<file path="src/design/swm_pkg.sv">
package swm_pkg;

    // Pattern store capacity in bytes.
    localparam int MAX_PATTERN = 64;

    // Number of automaton positions, one past the last pattern byte.
    localparam int NPOS = MAX_PATTERN + 1;

    // Width of the pattern length counter, which must hold MAX_PATTERN itself.
    localparam int LEN_W = $clog2(NPOS);

    // Levels of the parallel-prefix network that spreads activity across star runs.
    localparam int LEVELS = $clog2(NPOS);

    // The only metacharacter.
    localparam logic [7:0] STAR_BYTE = 8'h2A;

    typedef enum logic [1:0] {
        OP_CLEAR  = 2'd0,
        OP_APPEND = 2'd1,
        OP_TOPIC  = 2'd2,
        OP_END    = 2'd3
    } swm_op_t;

    // Per-cell control for one accepted item.
    typedef struct packed {
        logic load;     // write the incoming byte into this cell's pattern slot
        logic consume;  // advance the active bit by one topic byte
        logic rearm;    // return the active bit to its start value
    } swm_cell_ctrl_t;

endpackage

</file>
<file path="src/design/swm_cell.sv">
module swm_cell (
    input  logic                    clk,
    input  logic                    rst_n,
    input  swm_pkg::swm_cell_ctrl_t ctrl,
    input  logic                    first,
    input  logic                    in_pat,
    input  logic [7:0]              char_in,
    input  logic                    closed,
    input  logic                    fwd_in,
    output logic                    active,
    output logic                    star,
    output logic                    fwd_out
);
    import swm_pkg::*;

    logic [7:0] char_reg;
    logic       state_reg;
    logic       state_next;
    logic       is_star;
    logic       keep;
    logic       active_next;

    // The stored bit is the active bit relative to its start value, so that
    // reset to zero leaves the first position active.
    assign active  = state_reg ^ first;
    assign is_star = (char_reg == STAR_BYTE);
    assign star    = in_pat & is_star;
    assign keep    = in_pat & closed & is_star;
    assign fwd_out = in_pat & closed & (is_star | (char_reg == char_in));

    always_comb
    begin
        active_next = active;
        if (ctrl.rearm)
        begin
            active_next = first;
        end
        else if (ctrl.consume)
        begin
            active_next = keep | fwd_in;
        end
        state_next = active_next ^ first;
    end

    always_ff @(posedge clk or negedge rst_n)
    begin
        if (!rst_n)
        begin
            state_reg <= 1'b0;
        end
        else
        begin
            state_reg <= state_next;
        end
    end

    always_ff @(posedge clk)
    begin
        if (ctrl.load)
        begin
            char_reg <= char_in;
        end
    end

endmodule

</file>
<file path="src/design/swm_closure.sv">
module swm_closure (
    input  logic [swm_pkg::NPOS-1:0] act,
    input  logic [swm_pkg::NPOS-2:0] star,
    output logic [swm_pkg::NPOS-1:0] closed
);
    import swm_pkg::*;

    // Position i is reached from i-1 when i-1 is an active star. This is a
    // carry-style chain, resolved by a Kogge-Stone prefix in LEVELS steps.
    logic [NPOS-1:0] g_lvl [LEVELS+1];
    logic [NPOS-1:0] p_lvl [LEVELS+1];

    always_comb
    begin
        g_lvl[0] = act;
        p_lvl[0] = {star, 1'b0};
        for (int l = 0; l < LEVELS; l++)
        begin
            for (int i = 0; i < NPOS; i++)
            begin
                if (i >= (1 << l))
                begin
                    g_lvl[l+1][i] = g_lvl[l][i] | (p_lvl[l][i] & g_lvl[l][i - (1 << l)]);
                    p_lvl[l+1][i] = p_lvl[l][i] & p_lvl[l][i - (1 << l)];
                end
                else
                begin
                    g_lvl[l+1][i] = g_lvl[l][i];
                    p_lvl[l+1][i] = 1'b0;
                end
            end
        end
        closed = g_lvl[LEVELS];
    end

endmodule

</file>
<file path="src/design/star_wildcard_match_core.sv">
// Streamed glob matcher with '*' as its only metacharacter. Each transfer
// carries an operation and a byte: clear empties the pattern, append adds one
// pattern byte, a topic byte advances the match, and end of topic returns one
// result transfer with the verdict and the sticky overflow flag, then rearms
// for the next topic. A '*' matches any run of bytes, including the empty run
// and '/'; every other byte matches only itself. The pattern holds up to
// MAX_PATTERN bytes; appending to a full pattern drops the byte and sets the
// overflow flag, after which every topic fails until the next clear. Any
// append restarts a topic in progress. One transfer per clock is sustained
// while the result side keeps up; the cycle is set by the row of position
// cells and the prefix network that carries activity across runs of stars.
// The end-of-topic result sits in an output register, and while it waits
// with out_ready low no input transfer of any kind is taken.
module star_wildcard_match_core (
    input  logic       clk,
    input  logic       rst_n,
    input  logic       in_valid,
    output logic       in_ready,
    input  logic [1:0] operation,
    input  logic [7:0] char_byte,
    output logic       out_valid,
    input  logic       out_ready,
    output logic       matched,
    output logic       pattern_overflow
);
    import swm_pkg::*;

    logic [LEN_W-1:0]  len_reg;
    logic [LEN_W-1:0]  len_next;
    logic              ovf_reg;
    logic              ovf_next;
    logic              last_act_reg;
    logic              last_act_next;
    logic              out_valid_reg;
    logic              out_valid_next;
    logic              matched_reg;
    logic              overflow_reg;

    logic              in_fire;
    logic              is_clear;
    logic              is_append;
    logic              is_topic;
    logic              is_end;
    logic              full;
    logic              do_load;

    logic [NPOS-1:0]   act;
    logic [NPOS-1:0]   closed;
    logic [NPOS-2:0]   star;
    logic [NPOS-2:0]   fwd;

    // An end of topic may only be taken when the result register is free or
    // is being emptied in the same cycle. The same ready covers every other
    // operation as well, so all input is held off while a result waits.
    assign in_ready  = ~out_valid_reg | out_ready;
    assign in_fire   = in_valid & in_ready;
    assign is_clear  = (operation == OP_CLEAR);
    assign is_append = (operation == OP_APPEND);
    assign is_topic  = (operation == OP_TOPIC);
    assign is_end    = (operation == OP_END);
    assign full      = (len_reg == LEN_W'(MAX_PATTERN));
    assign do_load   = in_fire & is_append & ~full;

    // One cell per pattern position. Each cell hands its forward bit to its
    // neighbor, which is how a matched byte moves the automaton one step on.
    for (genvar i = 0; i < MAX_PATTERN; i++)
    begin : g_cell
        swm_cell_ctrl_t ctrl;
        logic           fwd_prev;

        assign ctrl.load    = do_load & (len_reg == LEN_W'(i));
        assign ctrl.consume = in_fire & is_topic;
        assign ctrl.rearm   = in_fire & ~is_topic;

        if (i == 0)
        begin : g_head
            assign fwd_prev = 1'b0;
        end
        else
        begin : g_body
            assign fwd_prev = fwd[i-1];
        end

        swm_cell u_cell (
            .clk     (clk),
            .rst_n   (rst_n),
            .ctrl    (ctrl),
            .first   (i == 0),
            .in_pat  (len_reg > LEN_W'(i)),
            .char_in (char_byte),
            .closed  (closed[i]),
            .fwd_in  (fwd_prev),
            .active  (act[i]),
            .star    (star[i]),
            .fwd_out (fwd[i])
        );
    end

    // The position past the last pattern byte has no pattern byte of its own.
    assign act[NPOS-1] = last_act_reg;

    swm_closure u_closure (
        .act    (act),
        .star   (star),
        .closed (closed)
    );

    always_comb
    begin
        len_next       = len_reg;
        ovf_next       = ovf_reg;
        last_act_next  = last_act_reg;
        out_valid_next = out_valid_reg & ~out_ready;
        if (in_fire)
        begin
            if (is_clear)
            begin
                len_next = '0;
                ovf_next = 1'b0;
            end
            if (is_append)
            begin
                if (full)
                begin
                    ovf_next = 1'b1;
                end
                else
                begin
                    len_next = len_reg + LEN_W'(1);
                end
            end
            if (is_topic)
            begin
                last_act_next = fwd[NPOS-2];
            end
            else
            begin
                last_act_next = 1'b0;
            end
            if (is_end)
            begin
                out_valid_next = 1'b1;
            end
        end
    end

    always_ff @(posedge clk or negedge rst_n)
    begin
        if (!rst_n)
        begin
            len_reg       <= '0;
            ovf_reg       <= 1'b0;
            last_act_reg  <= 1'b0;
            out_valid_reg <= 1'b0;
        end
        else
        begin
            len_reg       <= len_next;
            ovf_reg       <= ovf_next;
            last_act_reg  <= last_act_next;
            out_valid_reg <= out_valid_next;
        end
    end

    // The verdict reads the closed active set at the position just past the
    // pattern; an overflowed pattern never matches.
    always_ff @(posedge clk)
    begin
        if (in_fire && is_end)
        begin
            matched_reg  <= closed[len_reg] & ~ovf_reg;
            overflow_reg <= ovf_reg;
        end
    end

    assign out_valid        = out_valid_reg;
    assign matched          = matched_reg;
    assign pattern_overflow = overflow_reg;

endmodule
</file>
<file path="config.mk">
export PLATFORM = sky130hd
export DESIGN_NAME = star_wildcard_match_core
export DESIGN_NICKNAME = d
export VERILOG_FILES = /design/src/design/swm_pkg.sv /design/src/design/swm_cell.sv /design/src/design/swm_closure.sv /design/src/design/star_wildcard_match_core.sv
export SDC_FILE = /design/constraint.sdc
export NUM_CORES = 1
export LEC_CHECK = 0
export ABC_AREA = 1
export BUFFER_PORTS_ARGS = -buffer_cell sky130_fd_sc_hd__buf_2
export CAP_MARGIN = 40
export CORE_MARGIN = 2
export CORE_UTILIZATION = 45
export CTS_BUF_LIST = sky130_fd_sc_hd__clkbuf_4 sky130_fd_sc_hd__clkbuf_8 sky130_fd_sc_hd__clkbuf_16
export DETAILED_ROUTE_END_ITERATION = 7
export PLACE_DENSITY = 0.61
export RECOVER_POWER = 25
export SLEW_MARGIN = 20
export SYNTH_ARGS = -nofsm -noshare
export SYNTH_HDL_FRONTEND = slang
export SYNTH_HIERARCHICAL = 1
export SYNTH_SLANG_ARGS = --single-unit
</file>
<file path="constraint.sdc">
create_clock -name clk -period 4.06 [get_ports clk]
set_input_delay 0.203 -clock clk [delete_from_list [all_inputs] [get_ports clk]]
set_output_delay 0.203 -clock clk [all_outputs]
set_load 0.03 [all_outputs]
</file>
==> results.txt <==
----------------------------------------------------
[Status]
  Run status ... finished, violations left
  Failing checks ... max-capacitance violations, max-slew violations

[Setup path]
  Kind of critical path ... reg -> reg
  Kind of launch point of the worst setup path ... flop
  Crit path arrival time ... 4310 ps
  Worst r2r dst ... matched
  Worst path required time ... around 4500 ps
  Reg2reg setup slack ... 150 ps
  Reg-to-Reg Start ... len_reg[1]
  Delay of the slowest cell on the worst path ... 440 ps
  Worst r2r path cells ... 26
  Most used cell, CP ... sky130_fd_sc_hd__nand2_1
  CP max-delay cell ... sky130_fd_sc_hd__dfrtp_2
  Largest fanout on the critical path ... 5
  Crit path capture type ... flop

[Die]
  Die span in y ... 297 microns
  Horizontal die dimension ... between 200 and 300 microns
  Initial core utilization ... 45.4%
  Top-level I/O count ... 18
  Die footprint ... slightly below 0.09 sq mm
  Number of rows created at floorplan ... between 100 and 150
  Core outline area ... around 0.085 sq mm

[Power]
  Clock share of power ... 38.1%
  Sequential cell fraction of total power ... 40.0%
  Net switching fraction of the power ... 29.9%
  Leakage Power ... 22.5 nW
  Net Switching ... about 5.1 mW
  Power per unit of standard cell area ... 357 mW/mm^2
  Maximum vdd ir drop ... between 0.0004 and 0.0005 V
  Internal portion of total power ... 11.9 mW
  Combinational power share ... a little over a fifth
  Design Power ... 16.9 mW

[Clocking]
  TritonCTS buffer count ... 70
  Clock Sinks ... roughly 590
  Clock Tree Root ... sky130_fd_sc_hd__clkbuf_16
  Insertion delay to the later sink of the worst-skew pair ... approximately 660 ps
  H-tree lvl count ... 3
  Worst-case clock buffer depth ... 3
  Clock-pin slew of the registers on the worst-case setup and hold paths ... 60 ps
  Clock tree from TritonCTS ... done

[Timing]
  Worst slew margin ... -59.4%
  Unrepaired setup endpoints after global routing ... true
  Pins Over Slew Limit ... 299
  Setup WS post-layout ... 152 ps
  Share of the clock period used by the worst path ... 96.3%
  Worst clock skew ... 45.5 ps
  Final-report hold violation count ... 0
  Maximum achievable frequency ... 256 MHz
  Crit path time final ... 3910 ps
  Slew at the pin closest to its max-slew limit ... 2390 ps
  Finish-stage setup viols ... 0

[Worst hold path]
  Hold path cells ... 1
  Hold Path Sink ... g_cell[10].u_cell/char_reg[5]
  Worst Min Path Start ... char_byte[5]
  Path category of the worst min-delay check ... in -> reg

[Detailed routing]
  Number of iterations in the first detailed-routing pass ... 5
  Number of DRC violations after detailed-routing iteration 0 ... roughly 2900
  Via total after detailed routing ... 34053
  Total wire length after detailed routing ... 123000 microns
  Detail-routed net length per standard cell ... 17.6 microns
  DRC viols ... 0
  Routed vias/inst ... ~4.9
  Remaining antenna violation count ... 0

[Placed design]
  DP Cell Count ... 6868
  Hpwl dp ... 92700 microns
  Worst slack at placement ... -290 ps
  Placer's final routability congestion estimate ... roughly 1.0
  # port buffers ... 17

[Finish]
  Share of cells above drive strength 1 ... between 15 and 20%
  Fin nets ... 5839
  Final Instance Count excl. Fillers ... 7020
  Number of flip-flops in the largest register ... about 510
  Area growth from synthesis to layout ... 22.6%
  Commonest non-fill, non-tap cell in the layout ... sky130_fd_sc_hd__nand2_1
  Diode insertion count for antenna repair ... 0
  Top library cells by usage in the layout, fill and taps aside ... 1495 x sky130_fd_sc_hd__nand2_1, 932 x sky130_fd_sc_hd__inv_1, 514 x sky130_fd_sc_hd__edfxtp_1, 491 x sky130_fd_sc_hd__nor2_1, 408 x sky130_fd_sc_hd__buf_4
  Fin util ... 55.7%
  Count of fill cells added during filler insertion ... approximately 8000

[GRT]
  Combined global-route utilization of all metal layers ... 27.6%
  Global-route wire length before repair ... 187000 microns
  Pin count of the biggest net entering global routing ... just under 100
  Total congestion overflow after global routing ... 0
  Initial antenna violation count ... 0
  Vias in the first global route ... ~32000

[Synthesis]
  EDFF count, synth ... 514
  Post-synthesis instance total ... 5110
  Most used flip-flop cell after synthesis ... sky130_fd_sc_hd__edfxtp_1
  Summed instance area of the synthesized netlist ... 0.0387 sq mm
  Cell variety after synth ... between 50 and 60
  Total number of yosys warnings ... 6
  Post-synth top area share ... 39.9%
  Cell type with the highest aggregate area in the netlist ... sky130_fd_sc_hd__edfxtp_1
  Share of synthesized flip-flops with an asynchronous set or reset ... 12.6%
  Mean post-synth cell area ... 7.58 sq um
  Sequential share of the synthesized area ... 44.6%
  Number of register bits inferred by synthesis ... 588
  Biggest area contributors in the synthesized netlist ... sky130_fd_sc_hd__edfxtp_1 40%, sky130_fd_sc_hd__nand2_1 15%, sky130_fd_sc_hd__inv_1 9.1%

[Flow run]
  Max-cap viol count ... 6

----------------------------------------------------
[power groups by stage]
stage / Sequential, mW / Clock (mW) / Combinational [mW]
floorplan: 6.89 / 0 / 1.82
global placement: 6.90 / 0 / 3.45
detailed placement: 6.90 / 0 / 3.48
CTS: 6.78 / 6.61 / 3.51
global route: 6.79 / 6.83 / 4.02
finish: 6.78 / 6.46 / 3.70
[cell families after synthesis]
logic type,count (synthesis),synth area share [%]
and+or+nand+nor,2768,30.7
DFF,588,44.6
AOI/OAI and AO/OA,256,4.92
other,2,0.0194
adders and majority gates,4,0.129
buffers and inverters,1108,10.9
xor gates and xnor gates,384,8.68
[Yosys cell counts (4+ instances only)]
cell,number
sky130_fd_sc_hd__nand4_1,66
sky130_fd_sc_hd__buf_2,11
sky130_fd_sc_hd__buf_4,7
sky130_fd_sc_hd__nor2_2,18
sky130_fd_sc_hd__xnor2_1,256
sky130_fd_sc_hd__or2_0,64
sky130_fd_sc_hd__nand3_2,4
sky130_fd_sc_hd__a21oi_2,4
sky130_fd_sc_hd__nor3_2,8
sky130_fd_sc_hd__nor4_2,5
sky130_fd_sc_hd__nor2_4,7
sky130_fd_sc_hd__a21boi_0,4
sky130_fd_sc_hd__nor3_1,40
sky130_fd_sc_hd__nand3_1,320
sky130_fd_sc_hd__nand2_2,30
sky130_fd_sc_hd__o21a_1,13
sky130_fd_sc_hd__o21bai_1,15
sky130_fd_sc_hd__dfrtp_1,74
sky130_fd_sc_hd__and3_1,64
sky130_fd_sc_hd__a211oi_2,64
sky130_fd_sc_hd__nand2_1,1523
sky130_fd_sc_hd__a22oi_1,4
sky130_fd_sc_hd__inv_2,142
sky130_fd_sc_hd__edfxtp_1,514
sky130_fd_sc_hd__o21ai_0,47
sky130_fd_sc_hd__ha_1,4
sky130_fd_sc_hd__or2_2,5
sky130_fd_sc_hd__nor2_1,536
sky130_fd_sc_hd__or2_1,64
sky130_fd_sc_hd__o21ai_1,8
sky130_fd_sc_hd__inv_1,944
sky130_fd_sc_hd__a21oi_1,83
sky130_fd_sc_hd__xor2_1,128
[per-layer routing]
| layer | track usage, % | wire length (microns) | vias up | share of wire, % |
|---|---|---|---|---|
| met4 | 9.04 | 4100 | 0 | 3.3 |
| met5 | 0 | 0 | - | 0 |
| met3 | 3.89 | 8040 | 207 | 6.5 |
| met2 | 43.4 | 54200 | 968 | 44 |
| li1 | - | - | 17063 | - |
| met1 | 39.2 | 56900 | 15815 | 46 |
[layout make-up]
cell class | instances | area (sq um) | area share, %
well taps | 1144 | 1430 | 3.02
clock buffers | 89 | 1930 | 4.07
repair buffers | 468 | 3600 | 7.58
multi-input cells | 3605 | 18600 | 39.2
flip-flops and latches | 588 | 17300 | 36.4
inverters | 1088 | 4100 | 8.64
clock inverters | 38 | 493 | 1.04
[how the worst max path moves through the flow]
stage	startpoint	endpoint	slack, ps	depth (start not counted)
floorplan	out_valid	g_cell[10].u_cell/state_reg	280	10
global placement	len_reg[4]	matched	-350	30
detailed placement	len_reg[3]	g_cell[57].u_cell/state_reg	-290	26
CTS	len_reg[1]	matched	-20	31
global route	len_reg[3]	matched	-50	30
finish	len_reg[1]	matched	150	26
[worst max-delay path, delay by kind of cell, from the launching register on]
kind | cells | cell delay (ps)
AO/OA/AOI/OAI | 3 | 580
flip-flops | 1 | 440
buffers and inverters | 6 | 580
adder cells (fa/ha/maj) | 1 | 190
AND/OR/NAND/NOR | 16 | 1840
[per-stage QoR]
step | setup TNS, ps | area, sq um | hold slack, ps
finish | 0 | 47500 | 30.2
global route | -202 | 47500 | 32.2
CTS | -23.7 | 46800 | 8.41
detailed placement | -3650 | 44300 | 132
global placement | -5040 | 44200 | 131
floorplan | 0 | 39400 | -92.6
[what timing repair did]
action                     CTS  global route
setup endpoints to repair   26            41
buffers inserted             0            15
hold buffers                 6             0
pin swaps                    0            27
hold endpoints to repair    90             0
gates resized for setup     20           200
No activity file was read; power rests on OpenSTA's default activity.
